===== config.mk =====
export PLATFORM = sky130hd
export DESIGN_NAME = ventilation_event_detector
export DESIGN_NICKNAME = d
export VERILOG_FILES = /design/src/rtl/core/ved_pkg.sv /design/src/rtl/core/ved_cfg.sv /design/src/rtl/core/ved_core.sv /design/src/rtl/core/ventilation_event_detector.sv
export VERILOG_INCLUDE_DIRS = /design/src /design/src/rtl/core
export SDC_FILE = /design/constraint.sdc
export NUM_CORES = 2
export LEC_CHECK = 0
export ABC_AREA = 1
export BUFFER_PORTS_ARGS = -buffer_cell sky130_fd_sc_hd__buf_2
export CAP_MARGIN = 20
export CORE_ASPECT_RATIO = 0.8
export CORE_MARGIN = 2
export CORE_UTILIZATION = 35
export DETAILED_ROUTE_END_ITERATION = 7
export PLACE_DENSITY = 0.61
export SYNTH_ARGS = -nofsm -noshare
export SYNTH_HDL_FRONTEND = slang
export SYNTH_SLANG_ARGS = --single-unit

===== constraint.sdc =====
create_clock -name clk -period 17.05 [get_ports clk]
set_input_delay 0.8525 -clock clk [delete_from_list [all_inputs] [get_ports clk]]
set_output_delay 0.8525 -clock clk [all_outputs]
set_load 0.02 [all_outputs]

===== src/rtl/core/ventilation_event_detector_defines.svh =====
// Assertion macros for the ventilation event detector.
`ifndef VENTILATION_EVENT_DETECTOR_DEFINES_SVH
`define VENTILATION_EVENT_DETECTOR_DEFINES_SVH
// Implication checked on every clock edge outside reset.
`define VED_ASSERT(label, ante, cons, msg) \
	label: assert property (@(posedge clk) disable iff (!arst_n) (ante) |-> (cons)) \
	else $error(msg);
// Next-cycle implication.
`define VED_ASSERT_NEXT(label, ante, cons, msg) \
	label: assert property (@(posedge clk) disable iff (!arst_n) (ante) |=> (cons)) \
	else $error(msg);
`endif


===== src/rtl/core/ved_pkg.sv =====
// Package: types and constants for the detector.
`timescale 1ns / 1ps
`default_nettype none
package ved_pkg;
	localparam int SLOPE_DEPTH_DEF = 6;
	localparam int LOCKOUT_MS_DEF = 60000;
	localparam int REBOUND_HOLD_MS_DEF = 120000;
	localparam logic [31:0] REFRESH_MS = 32'd5400000;
	localparam logic [31:0] LOG_MS = 32'd180000;
	localparam logic [31:0] TIMEOUT_MS = 32'd3600000;
	localparam logic [31:0] CONFIRM_WIN_MS = 32'd6500;

	typedef enum logic [1:0] {
		ST_STABLE = 2'd0,
		ST_VENT = 2'd1,
		ST_TARGET = 2'd2,
		ST_INEFF = 2'd3
	} mode_t;

	typedef enum logic [3:0] {
		RSN_NONE = 4'd0,
		RSN_TRIGGER = 4'd1,
		RSN_TARGET = 4'd2,
		RSN_SLOPE = 4'd3,
		RSN_PLATEAU = 4'd4,
		RSN_TEMP = 4'd5,
		RSN_TROUGH = 4'd6,
		RSN_JUMP = 4'd7,
		RSN_BASELINE = 4'd8,
		RSN_TIMEOUT = 4'd9
	} reason_t;

	localparam logic [2:0] REG_HUM_DROP = 3'd0;
	localparam logic [2:0] REG_TEMP_DROP = 3'd1;
	localparam logic [2:0] REG_ABS_DROP = 3'd2;
	localparam logic [2:0] REG_TRIG_CONF = 3'd3;
	localparam logic [2:0] REG_PLAT_SLOPE = 3'd4;
	localparam logic [2:0] REG_PLAT_CONF = 3'd5;
	localparam logic [2:0] REG_REB_TEMP = 3'd6;
	localparam logic [2:0] REG_REB_ABS = 3'd7;

	typedef struct packed {
		logic [13:0] hum_drop;
		logic [12:0] temp_drop;
		logic [13:0] abs_drop;
		logic [3:0] trig_conf;
		logic signed [10:0] plat_slope;
		logic [3:0] plat_conf;
		logic [12:0] reb_temp;
		logic [13:0] reb_abs;
	} cfg_t;

	typedef struct packed {
		logic signed [14:0] temperature;
		logic [13:0] rel_humidity;
		logic [16:0] abs_humidity;
		logic [31:0] now_ms;
		logic clock_valid;
	} sample_t;

	typedef struct packed {
		mode_t climate_state;
		logic state_changed;
		logic [31:0] entered_at_ms;
		logic log_history;
		reason_t reason_code;
	} result_t;
endpackage
`default_nettype wire


===== src/rtl/core/ved_cfg.sv =====
// Configuration register file.
`timescale 1ns / 1ps
`default_nettype none
module ved_cfg (
	input wire logic clk,
	input wire logic arst_n,
	input wire logic cfg_valid,
	input wire logic [2:0] cfg_index,
	input wire logic [13:0] cfg_data,
	output ved_pkg::cfg_t cfg
);
	import ved_pkg::*;
	cfg_t cfg_q;
	assign cfg = cfg_q;
	always_ff @(posedge clk or negedge arst_n) begin
		if (!arst_n) begin
			cfg_q.hum_drop <= 14'd300;
			cfg_q.temp_drop <= 13'd100;
			cfg_q.abs_drop <= 14'd300;
			cfg_q.trig_conf <= 4'd2;
			cfg_q.plat_slope <= -11'sd20;
			cfg_q.plat_conf <= 4'd2;
			cfg_q.reb_temp <= 13'd50;
			cfg_q.reb_abs <= 14'd500;
		end else if (cfg_valid) begin
			case (cfg_index)
				REG_HUM_DROP: cfg_q.hum_drop <= cfg_data;
				REG_TEMP_DROP: cfg_q.temp_drop <= cfg_data[12:0];
				REG_ABS_DROP: cfg_q.abs_drop <= cfg_data;
				REG_TRIG_CONF: cfg_q.trig_conf <= cfg_data[3:0];
				REG_PLAT_SLOPE: cfg_q.plat_slope <= cfg_data[10:0];
				REG_PLAT_CONF: cfg_q.plat_conf <= cfg_data[3:0];
				REG_REB_TEMP: cfg_q.reb_temp <= cfg_data[12:0];
				REG_REB_ABS: cfg_q.reb_abs <= cfg_data;
				default: ;
			endcase
		end
	end
endmodule
`default_nettype wire


===== src/rtl/core/ved_core.sv =====
// Per-sample classifier: state registers and next-state logic.
`timescale 1ns / 1ps
`default_nettype none
module ved_core #(
	parameter int SLOPE_DEPTH = ved_pkg::SLOPE_DEPTH_DEF,
	parameter int LOCKOUT_MS = ved_pkg::LOCKOUT_MS_DEF,
	parameter int REBOUND_HOLD_MS = ved_pkg::REBOUND_HOLD_MS_DEF
) (
	input wire logic clk,
	input wire logic arst_n,
	input wire logic step,
	input ved_pkg::sample_t smp,
	input ved_pkg::cfg_t cfg,
	output ved_pkg::result_t res
);
	import ved_pkg::*;
	localparam int IW = $clog2(SLOPE_DEPTH);
	localparam int FW = $clog2(SLOPE_DEPTH + 1);
	localparam logic [31:0] LOCK = 32'(LOCKOUT_MS);
	localparam logic [31:0] HOLD = 32'(REBOUND_HOLD_MS);

	mode_t mode_q;
	logic [31:0] entry_time_q, trough_time_q, refresh_time_q, log_time_q;
	logic signed [14:0] bt_q, tr_t_q;
	logic [13:0] bh_q, eh_q;
	logic [16:0] ba_q, prev_q, tr_a_q;
	logic seen_q, tr_t_ok_q, tr_a_ok_q, entry_ok_q, refresh_ok_q, log_ok_q;
	logic [3:0] trig_q, plat_q;
	logic [16:0] ring_q [SLOPE_DEPTH];
	logic [IW-1:0] head_q;
	logic [FW-1:0] fill_q;

	logic signed [14:0] t, cbt;
	logic [13:0] h, cbh;
	logic [16:0] a, cba, cprev;
	logic [31:0] now, since;
	mode_t nmode;
	reason_t reason;
	logic upd, bload, trig, ent_load, logd;
	logic [3:0] trig_n, plat_n, target;
	logic signed [15:0] tgt;
	logic [IW-1:0] oi, ni;
	logic [FW:0] ring_sum;
	logic signed [17:0] slope;
	logic signed [24:0] lim, slope100;
	logic [13:0] hf;
	logic signed [14:0] ntr_t;
	logic [16:0] ntr_a;
	logic [31:0] ntr_time;
	logic ntr_t_ok, ntr_a_ok, nentry_now;

	always_comb begin
		t = smp.temperature;
		h = smp.rel_humidity;
		a = smp.abs_humidity;
		now = smp.now_ms;
		cbt = seen_q ? bt_q : t;
		cbh = seen_q ? bh_q : h;
		cba = seen_q ? ba_q : a;
		cprev = seen_q ? prev_q : a;
		since = now - entry_time_q;
		nmode = mode_q;
		reason = RSN_NONE;
		upd = 1'b0;
		bload = 1'b0;
		nentry_now = 1'b0;
		ent_load = 1'b0;
		trig_n = trig_q;
		plat_n = plat_q;
		ntr_t = tr_t_q;
		ntr_a = tr_a_q;
		ntr_time = trough_time_q;
		ntr_t_ok = tr_t_ok_q;
		ntr_a_ok = tr_a_ok_q;
		trig = ($signed({2'b0, cbh}) - $signed({2'b0, h}) > $signed({2'b0, cfg.hum_drop}))
			|| ($signed({cbt[14], cbt}) - $signed({t[14], t})
				> $signed({3'b0, cfg.temp_drop}))
			|| ($signed({1'b0, cprev}) - $signed({1'b0, a})
				> $signed({4'b0, cfg.abs_drop}));
		target = (since < CONFIRM_WIN_MS) ? cfg.trig_conf : 4'd1;
		tgt = '0; oi = '0; ni = '0; ring_sum = '0; slope = '0; lim = '0; slope100 = '0;
		hf = '0;
		if (mode_q == ST_STABLE) begin
			plat_n = '0;
			ntr_t_ok = 1'b0;
			ntr_a_ok = 1'b0;
			if (trig && since >= LOCK) begin
				trig_n = (trig_q == 4'd15) ? 4'd15 : trig_q + 4'd1;
				if (trig_n >= target) begin
					nmode = ST_VENT; nentry_now = 1'b1; ent_load = 1'b1;
					upd = 1'b1; bload = 1'b1; trig_n = '0; reason = RSN_TRIGGER;
				end
			end else begin
				trig_n = '0;
			end
			if (!refresh_ok_q || now - refresh_time_q >= REFRESH_MS) begin
				upd = 1'b1; bload = 1'b1;
			end
		end else begin
			if (mode_q == ST_VENT) begin
				tgt = entry_ok_q ? $signed({2'b0, eh_q}) - 16'sd1500 : 16'sd0;
				if (tgt < 16'sd5000) tgt = 16'sd5000;
				// oldest and newest ring entries, wrapped without a divider
				ring_sum = (FW+1)'(head_q) + (FW+1)'(SLOPE_DEPTH) - (FW+1)'(fill_q);
				oi = IW'((ring_sum >= (FW+1)'(SLOPE_DEPTH)) ?
					ring_sum - (FW+1)'(SLOPE_DEPTH) : ring_sum);
				ni = (head_q == '0) ? IW'(SLOPE_DEPTH - 1) : head_q - 1'b1;
				slope = $signed({1'b0, ring_q[ni]}) - $signed({1'b0, ring_q[oi]});
				hf = (eh_q < 14'd5000) ? 14'd5000 : (eh_q > 14'd7000) ? 14'd7000 : eh_q;
				lim = 25'(cfg.plat_slope) * 25'sd100;
				if (entry_ok_q) lim = lim - 25'sd3 * $signed({11'b0, hf - 14'd5000});
				slope100 = 25'(slope) * 25'sd100;
				if ($signed({2'b0, h}) <= tgt) begin
					nmode = ST_TARGET; nentry_now = 1'b1; upd = 1'b1; bload = 1'b1;
					reason = RSN_TARGET;
				end else if (since > LOG_MS && fill_q >= FW'(3)) begin
					if (slope > 18'sd50) begin
						nmode = ST_STABLE; nentry_now = 1'b1; upd = 1'b1; bload = 1'b1;
						reason = RSN_SLOPE;
					end else if (slope100 > lim) begin
						plat_n = (plat_q == 4'd15) ? 4'd15 : plat_q + 4'd1;
						if (plat_n >= cfg.plat_conf) begin
							nmode = ST_INEFF; nentry_now = 1'b1; upd = 1'b1; bload = 1'b1;
							reason = RSN_PLATEAU;
						end
					end else begin
						plat_n = '0;
					end
				end
			end
			if (nmode != ST_STABLE) begin
				if (!tr_t_ok_q || t < tr_t_q) begin
					ntr_t = t; ntr_time = now; ntr_t_ok = 1'b1;
				end
				if (!tr_a_ok_q || a < tr_a_q) begin
					ntr_a = a; ntr_a_ok = 1'b1;
				end
				if ($signed({t[14], t}) - $signed({ntr_t[14], ntr_t})
						>= $signed({3'b0, cfg.reb_temp}) && now - ntr_time >= HOLD) begin
					nmode = ST_STABLE; reason = RSN_TEMP;
				end
				if (nmode != ST_STABLE && {1'b0, a} > {1'b0, ntr_a} + 18'd150) begin
					nmode = ST_STABLE; reason = RSN_TROUGH;
				end
				if (nmode != ST_STABLE && {1'b0, a} > {1'b0, cprev} + 18'd300) begin
					nmode = ST_STABLE; reason = RSN_JUMP;
				end
				if (nmode != ST_STABLE && $signed({1'b0, a}) - $signed({1'b0, cba})
						> $signed({4'b0, cfg.reb_abs})) begin
					nmode = ST_STABLE; reason = RSN_BASELINE;
				end
				if (nmode != ST_STABLE && since > TIMEOUT_MS) begin
					nmode = ST_STABLE; reason = RSN_TIMEOUT;
				end
				// rebound exits restart the refresh timer but keep the baseline
				if (reason >= RSN_TEMP) begin
					nentry_now = 1'b1; upd = 1'b1;
				end
			end
		end
		logd = smp.clock_valid && (!log_ok_q || now - log_time_q >= LOG_MS);
	end

	always_ff @(posedge clk or negedge arst_n) begin
		if (!arst_n) begin
			mode_q <= ST_STABLE;
			entry_time_q <= '0;
			seen_q <= 1'b0;
			bt_q <= '0; bh_q <= '0; ba_q <= '0; prev_q <= '0;
			trig_q <= '0; plat_q <= '0;
			tr_t_ok_q <= 1'b0; tr_a_ok_q <= 1'b0; entry_ok_q <= 1'b0;
			refresh_ok_q <= 1'b0; log_ok_q <= 1'b0;
			trough_time_q <= '0; refresh_time_q <= '0; log_time_q <= '0;
			head_q <= '0; fill_q <= '0;
			res <= '0;
		end else if (step) begin
			seen_q <= 1'b1;
			mode_q <= nmode;
			if (nentry_now) entry_time_q <= now;
			trig_q <= trig_n;
			plat_q <= plat_n;
			tr_t_ok_q <= ntr_t_ok;
			tr_a_ok_q <= ntr_a_ok;
			trough_time_q <= ntr_time;
			if (ent_load) entry_ok_q <= 1'b1;
			prev_q <= a;
			if (bload || !seen_q) begin
				bt_q <= t; bh_q <= h; ba_q <= a;
			end
			if (upd) begin
				refresh_time_q <= now; refresh_ok_q <= 1'b1;
			end
			if (logd) begin
				log_time_q <= now; log_ok_q <= 1'b1;
			end
			if (nmode == ST_STABLE) begin
				head_q <= '0; fill_q <= '0;
			end else if (logd) begin
				head_q <= (head_q == IW'(SLOPE_DEPTH - 1)) ? '0 : head_q + 1'b1;
				if (fill_q < FW'(SLOPE_DEPTH)) fill_q <= fill_q + 1'b1;
			end
			res.climate_state <= nmode;
			res.state_changed <= (nmode != mode_q);
			res.entered_at_ms <= nentry_now ? now : entry_time_q;
			res.log_history <= logd;
			res.reason_code <= (nmode != mode_q) ? reason : RSN_NONE;
		end
	end

	// payload registers, no reset needed
	always_ff @(posedge clk) begin
		if (step) begin
			tr_t_q <= ntr_t;
			tr_a_q <= ntr_a;
			if (ent_load) begin
				eh_q <= h;
			end
			if (logd && nmode != ST_STABLE) ring_q[head_q] <= a;
		end
	end
endmodule
`default_nettype wire


===== src/rtl/core/ventilation_event_detector.sv =====
// Ventilation event detector, top level.
// One climate sample per request, one result per sample. The classifier is a
// single register stage: a sample is taken in any cycle the result register is
// free or being drained, and its result is valid in the next cycle, so the
// sustained rate is one sample per clock while m_tready stays high. Configuration
// writes go to a small register file and must happen while no result is pending.
`timescale 1ns / 1ps
`default_nettype none
`include "ventilation_event_detector_defines.svh"
module ventilation_event_detector #(
	parameter int SLOPE_DEPTH = ved_pkg::SLOPE_DEPTH_DEF,
	parameter int LOCKOUT_MS = ved_pkg::LOCKOUT_MS_DEF,
	parameter int REBOUND_HOLD_MS = ved_pkg::REBOUND_HOLD_MS_DEF
) (
	input wire logic clk,
	input wire logic arst_n,
	input wire logic s_tvalid,
	output logic s_tready,
	// temperature[14:0], rel_humidity[28:15], abs_humidity[45:29], now_ms[77:46]
	input wire logic [79:0] s_tdata,
	// clock_valid
	input wire logic s_tuser,
	output logic m_tvalid,
	input wire logic m_tready,
	// climate_state[1:0], state_changed[2], entered_at_ms[34:3],
	// log_history[35], reason_code[39:36]
	output logic [39:0] m_tdata,
	input wire logic cfg_valid,
	output logic cfg_ready,
	input wire logic [2:0] cfg_index,
	input wire logic [13:0] cfg_data
);
	import ved_pkg::*;
	cfg_t cfg;
	sample_t smp;
	result_t res;
	logic step, valid_q;

	assign cfg_ready = 1'b1;
	assign s_tready = !valid_q || m_tready;
	assign step = s_tvalid && s_tready;
	assign m_tvalid = valid_q;
	assign smp.temperature = s_tdata[14:0];
	assign smp.rel_humidity = s_tdata[28:15];
	assign smp.abs_humidity = s_tdata[45:29];
	assign smp.now_ms = s_tdata[77:46];
	assign smp.clock_valid = s_tuser;
	assign m_tdata = {res.reason_code, res.log_history, res.entered_at_ms,
		res.state_changed, res.climate_state};

	always_ff @(posedge clk or negedge arst_n) begin
		if (!arst_n) begin
			valid_q <= 1'b0;
		end else if (step) begin
			valid_q <= 1'b1;
		end else if (m_tready) begin
			valid_q <= 1'b0;
		end
	end

	ved_cfg u_cfg (
		.clk(clk), .arst_n(arst_n), .cfg_valid(cfg_valid),
		.cfg_index(cfg_index), .cfg_data(cfg_data), .cfg(cfg)
	);

	ved_core #(
		.SLOPE_DEPTH(SLOPE_DEPTH), .LOCKOUT_MS(LOCKOUT_MS),
		.REBOUND_HOLD_MS(REBOUND_HOLD_MS)
	) u_core (
		.clk(clk), .arst_n(arst_n), .step(step), .smp(smp), .cfg(cfg), .res(res)
	);

	`VED_ASSERT_NEXT(a_step_valid, step, m_tvalid, "accepted sample gave no result")
	`VED_ASSERT(a_reason_change, m_tvalid && !m_tdata[2], m_tdata[39:36] == RSN_NONE, "reason without state change")
	`VED_ASSERT(a_change_reason, m_tvalid && m_tdata[2], m_tdata[39:36] != RSN_NONE, "state change without reason")
endmodule
`default_nettype wire


-- Word level (Yosys, flattened, before mapping)
Memory sizes are Yosys's and may differ from the RTL's.
Cells that the tools add are included.
- add/sub/neg operators: 23
- multipliers: 3
- divide/modulo/power cells: 0
- $lt $le $gt $ge: 28
- equal/unequal tests: 14
- shift operators: 0
- multiplexer cells: 110
- bitwise gates (word level): 1
- reductions and logical operators: 62
- operator list (cell ; number):
    $mux 32 ; 4
    $sub 32x32->32 ; 4
    $mux 4 ; 27
    $mux 17 ; 5
    $mux 25 ; 3
    $mux 16 ; 4
    $mux 15 ; 4
    $sub 17x17->18 ; 3
    $mux 2 ; 24
    $mux 14 ; 3
    $gt 17x18->1 ; 2
    $gt 18x15->1 ; 2
    $ge 32x16->1 const B ; 1
    $ge 32x17->1 const B ; 1
    $ge 32x18->1 const B ; 1
    $ge 32x23->1 const B ; 1
    $gt 32x18->1 const B ; 1
    $gt 32x22->1 const B ; 1
    $lt 32x13->1 const B ; 1
    $sub 15x15->16 ; 2
    $reduce_and 2->1 ; 15
    $reduce_bool 2->1 ; 14
    $mux 1 ; 27
    $mux 3 ; 9
    other kinds (45) ; 82
- bits in registers: 353
- bits in latches: 0
- RAM bits: 102
- memory bits (read-only): 0
- bits of input ports: 103
- output and inout port bits: 43
- word-level logic and storage cells: 276
- memories kept: 1
- memories (name ; depth ; width ; rd ports ; clocked after memory_dff ; wr ports ; line ; text):
    u_core.ring_q ; 6 ; 17 ; 2 ; 0 ; 1 ; ved_core.sv:29 ; logic [16:0] ring_q [SLOPE_DEPTH];

-- Longest topological paths before layout
- depth in word-level cells: 50
- gate-level depth with buffers: 70
- depth with buffers taken out: 68

-- By module
A second synthesis with hierarchy kept.
- cells, all modules: 6019
- area total of the unflattened synthesis: 42647.2 um2
- by module, submodules not included (module ; instances ; cells an instance ; area an instance (um2) ; seq. area each (um2)):
    ved_core ; 1 ; 5615 ; 39108.8 ; 9924.5
    ved_cfg ; 1 ; 396 ; 3482.1 ; 2214.6
    ventilation_event_detector ; 1 ; 8 ; 56.3 ; 25.0

-- Least setup slack after synthesis
No wires, ideal clock.
- kind: register to register
- start: reg u_core.head_q[1]
- end: mem u_core.ring_q[4][0], enable pin
- setup time: 0.413 ns
- arrival: 9.891 ns
- data required time: 16.637 ns
- slack: 6.747 ns
- cell stages (with the launch flop): 60
- buffers on the path: 2
- period minus slack after synthesis: 10.303 ns
- path through: dfrtp_1 > inv_1 > ha_1 > inv_1 > ha_1 > fa_1 > xor2_1 > a21o_1 > nand2_1 > clkbuf_1 > clkbuf_1 > nor2_1 > a211oi_1 > o22ai_1 > ha_1 > or2_1 > and2_1 > xor2_1 > [... 24 more ...] > ha_1 > inv_1 > nor3_1 > inv_1 > nor2_1 > a221oi_1 > nand2_1 > nand2_1 > nand3b_1 > nor2_1 > nand2_1 > nand2_1 > nand2_1 > a21oi_1 > nand3_1 > nand3_1 > nand2_1 > nor3_1
- longest elaborated chain between the ends: 42
- elaborated cells between the ends (all ways): 48
- classes of those cells: 5 x add/sub; 1 x mul; 3 x order compare; 26 x mux; 12 x reduce/logical; 1 x memory
- RTL lines (element ; line ; text):
    start: declaration ; ved_core.sv:30 ; logic [IW-1:0] head_q;
    start signal: assignment ; ved_core.sv:199 ; head_q <= (head_q == IW'(SLOPE_DEPTH - 1)) ? '0 : head_q + 1'b1;
    $add 3x3->4 ; ved_core.sv:104 ; ring_sum = (FW+1)'(head_q) + (FW+1)'(SLOPE_DEPTH) - (FW+1)'(fill_q);
    $sub 4x3->4 ; ved_core.sv:104 ;
    $ge 4x3->1 or $sub 3x3->3 (tied branches) ; ved_core.sv:105, ved_core.sv:106 ;
    $mux 3 ; ved_core.sv:105 ; oi = IW'((ring_sum >= (FW+1)'(SLOPE_DEPTH)) ?
    $mem_v2 6x17 ; -- ;
    $sub 17x17->18 ; ved_core.sv:108 ; slope = $signed({1'b0, ring_q[ni]}) - $signed({1'b0, ring_q[oi]});
    $mul 18x6->23 ; ved_core.sv:112 ; slope100 = 25'(slope) * 25'sd100;
    $gt 25x25->1 ; ved_core.sv:120 ; end else if (slope100 > lim) begin
    [... 26 more ...] ; -- ;
    $mux 2 ; ved_core.sv:152 ; if (nmode != ST_STABLE && since > TIMEOUT_MS) begin
    $mux 2 ; ved_core.sv:131 ; if (nmode != ST_STABLE) begin
    $mux 2 ; ved_core.sv:83 ; if (mode_q == ST_STABLE) begin
    $reduce_bool 2->1 ; ved_core.sv:218 ; if (logd && nmode != ST_STABLE) ring_q[head_q] <= a;
    $logic_and 1x1->1 ; ved_core.sv:218 ;
    $mux 1 ; ved_core.sv:218 ;
    $mux 1 ; ved_core.sv:212 ; if (step) begin
    $mux 1 (implied by the code) ; ved_core.sv:218 ;
    end: declaration ; ved_core.sv:29 ;
Parallel ways exist; a longest one is shown, timed or not. The select of a mux whose other input is x is not followed.

-- Worst setup path in the final report
- start: reg u_core.head_q[2]
- end: reg u_core.trough_time_q[31]
- longest elaborated chain between the ends: 16
- elaborated cells between the ends (all ways): 21
- classes of those cells: 5 x add/sub; 1 x mul; 3 x order compare; 8 x mux; 3 x reduce/logical; 1 x memory
- RTL lines (element ; line ; text):
    $add 3x3->4 ; ved_core.sv:104 ;
    $sub 4x3->4 ; ved_core.sv:104 ;
    $ge 4x3->1 or $sub 3x3->3 (tied branches) ; ved_core.sv:105, ved_core.sv:106 ;
    $mux 3 ; ved_core.sv:105 ;
    $mem_v2 6x17 (*) ; -- ;
    $sub 17x17->18 (*) ; ved_core.sv:108 ;
    $mul 18x6->23 ; ved_core.sv:112 ;
    $gt 25x25->1 ; ved_core.sv:120 ;
    $mux 2 ; ved_core.sv:120 ;
    $mux 2 (*) ; ved_core.sv:117 ; if (slope > 18'sd50) begin
    $mux 2 (*) ; ved_core.sv:116 ; end else if (since > LOG_MS && fill_q >= FW'(3)) begin
    $mux 2 (*) ; ved_core.sv:113 ; if ($signed({2'b0, h}) <= tgt) begin
    $mux 2 (*) ; ved_core.sv:100 ; if (mode_q == ST_VENT) begin
    $mux 2 (*) ; ved_core.sv:83 ;
    $reduce_bool 2->1 (*) ; ved_core.sv:131 ;
    $reduce_and 3->1 (no source line) (*) ; -- ;
    end signal: assignment ; ved_core.sv:184 ; trough_time_q <= ntr_time;
    end: declaration ; ved_core.sv:23 ; logic [31:0] entry_time_q, trough_time_q, refresh_time_q, log_time_q;
Mark *: on every way between the ends. The rest lies on a longest branch, timed or not. The select of a mux whose other input is x is not followed.
A chain may end at the register's enable or synchronous reset.

==> summary.txt <==
Outcome - finished clean
Post-route DRC - 0
Clock sink count - 455
Flop2flop setup slack - 5.21 ns
Netlist cell types - 65
Synth area leader - dfrtp_1
Maximum fanout along the worst path - 62
Worst setup EP type - flop
Vias in the first global route - 36400
I/O Buffers - 142
Yosys reg bits - 455
Hold Path Class - input pin to async pin
Final setup TNS - 0 ns
RR Startpoint - u_core.head_q[2]$_DFFE_PN0P_
Max Slew Vio Count - 0
Worst Setup EP - u_core.trough_time_q[31]$_DFFE_PN0P_
NumNets Final - 6765
Max-cap viol count - 0
CP peak stage delay - 0.57 ns
Placement Rows - 114
Post-synthesis cell area - 0.0428 sq mm
ANT nets after route - 0
Post-Route WL - 127000 um
Worst-Margin Slew - 1.03 ns
Syn Inst Count - 5981
Final core occ - 39.0%
Hold Worst Slack - 0.211 ns
Synth Area per Inst - 7.16 sq um
Starting Density - 35.3%
Final hold vios - 0
Reg2reg path depth - 62
Crit path max-delay cell type - inv_2
CTS buffer count - 56
CTS H-tree depth - 2
Vias per inst - 5.05
Die H - 317 um
CP Class - flop to flop
RSZ-0062 raised after global routing - false
Fin crit period - 11.84 ns
Die Span X - 395 um
GRT Total Usage - 19.9%
Post-synth EDFFs - 148
Global route total overflow - 0
Routed wire per std cell - 16.4 um
Largest net degree at the start of global routing - 104
Asr flop ratio synth - 67.5%
Clock latency on the worst-skew pair - 0.66 ns
Initial antenna violation count - 5
Top post-synthesis cells by area - dfrtp_1 (16%), ha_1 (16%), nand2_1 (12%), edfxtp_1 (10%), inv_1 (8.0%)
Data arrival, critical path - 12.33 ns
Core Box Area - 0.121 sq mm
Period utilization - 69.4%
DIE AREA - 0.125 sq mm
Layout cells sized above 1 - 7.01%
Top FF cell, synth - dfrtp_1
Finish-stage setup viols - 0
CTS clk-pin slew, worst paths - 0.06 ns
Max clock buf depth - 3
I/O Pins - 146
RePlAce Congestion - 0.931
Worst r2r dst - u_core.trough_time_q[31]$_DFFE_PN0P_
First-pass GRT wire length - 200000 um
Startpoint Class - flop
Clk_skew - 0.0364 ns
Share of the synthesized area in the top cell type - 16.2%
Cts hold-fix bufs - 0
Post-synthesis sequential area ratio - 28.4%
Root Buffer - clkbuf_16
Worst Path Required - 17.54 ns
Post-CTS setup buffers - 0
CP Launch Point - u_core.head_q[2]$_DFFE_PN0P_
P&R area growth vs syn - 10.3%
Synth Warn # - 0
Drt first-iter violations - 3376
CP most frequent cell - inv_1
Pre-antenna DRT Iters - 6
CTS tree - built
FMAX - 84.5 MHz
Vias - 39200
Worst slew margin - 31.5%
Detailed placer's ending HPWL - 98100 um
CTS resizes - 0
## layout make-up
type,instances,area [sq um]
multi-input cells,4453,26600
clock inverters,34,337
inverters,947,3560
fillers,12600,73900
flip-flops and latches,455,12200
clock buffers,72,1540
diodes,2,5.00
well taps,1624,2030
repair buffers,176,1010
## Yosys cell counts (9+ instances only)
cell type / instances
nand2_1: 1395
inv_1: 909
ha_1: 543
o21ai_0: 475
a21oi_1: 415
nor2_1: 405
nand3_1: 387
dfrtp_1: 277
xor2_1: 165
edfxtp_1: 148
clkbuf_1: 89
nor3_1: 80
nand4_1: 78
xnor2_1: 60
inv_2: 38
o21bai_1: 38
mux2i_1: 34
a21o_1: 30
dfstp_2: 30
fa_1: 30
a211oi_1: 28
a31oi_1: 26
nand2_2: 22
buf_2: 19
nand3b_1: 19
or2_2: 19
o211ai_1: 18
o21ai_1: 18
o22ai_1: 18
nor4_1: 16
and2_1: 14
nor2_2: 11
o2111ai_1: 10
o21ai_2: 10
o31ai_1: 10
buf_1: 9
## placed cells by master (no fill, tap or decap), types with 58 or more instances in the layout
master     Yosys  layout
buf_2         19     141
nand2_1     1395    1390
ha_1         543     542
o21ai_0      475     475
xor2_1       165     165
nand4_1       78      78
nor3_1        80      75
dfrtp_1      277     276
inv_1        909     907
a21oi_1      415     415
clkbuf_16      0      58
nand3_1      387     387
nor2_1       405     403
xnor2_1       60      60
edfxtp_1     148     148
## sequential cells by signal, summed over array words and instances, names as in the netlist, 14 cells and up
register / cells
u_core.ba_q: 17
u_core.tr_a_q: 17
u_core.refresh_time_q: 32
u_cfg.cfg: 87
u_core.prev_q: 17
u_core.trough_time_q: 32
u_core.res: 38
u_core.bh_q: 14
u_core.ring_q: 102
u_core.eh_q: 14
u_core.log_time_q: 32
u_core.tr_t_q: 15
u_core.bt_q: 15
## per-stage QoR
stage	cell area, sq um	setup WS, ns	std cells
after detailed placement	45300	5.20	7651
after CTS	47200	5.19	7757
after global routing	47200	3.98	7761
final	47200	5.21	7763
after global placement	45300	5.26	7651
after floorplan	42800	6.75	5984
## worst max-delay path, delay by kind of cell (launching register included)
family,cells,cell delay (ns)
xor gates and xnor gates,3,0.71
adders and majority gates,9,2.99
AOI/OAI and AO/OA,14,2.55
buffers and inverters,14,2.82
and+or+nand+nor,22,2.15
DFF,1,0.44
## routing by layer
metal	part of all wire [%]	track usage [%]
met1	50	29.3
met3	7.9	4.84
met2	40	28.7
met4	2.7	5.48
met5	0.049	0
## cells by family after synthesis
kind of cell | Yosys count | synth area share (%)
multiplexers | 34 | 0.795
adder cells (fa/ha/maj) | 573 | 17.3
XOR/XNOR | 225 | 4.60
other | 2 | 0.0175
AND/OR/NAND/NOR | 2472 | 24.5
AO/OA/AOI/OAI | 1144 | 14.8
flip-flops | 455 | 28.4
buffers and inverters | 1076 | 9.66
## worst min-delay path by stage
stage / end / slack [ns] / depth (start not counted)
after floorplan: u_core.refresh_ok_q$_DFFE_PN0P_ / 0.43 / 2
after global placement: u_core.refresh_ok_q$_DFFE_PN0P_ / 0.46 / 2
after detailed placement: u_core.refresh_time_q[19]$_DFFE_PN0P_ / 0.46 / 2
after CTS: u_core.trough_time_q[27]$_DFFE_PN0P_ / 0.27 / 1
after global routing: u_core.log_time_q[28]$_DFFE_PN0P_ / 0.29 / 1
final: u_core.log_time_q[28]$_DFFE_PN0P_ / 0.21 / 1
Power is left out: the tool's default activity adds up to more than one toggle a clock period on the data nets, which glitch-free logic cannot reach.
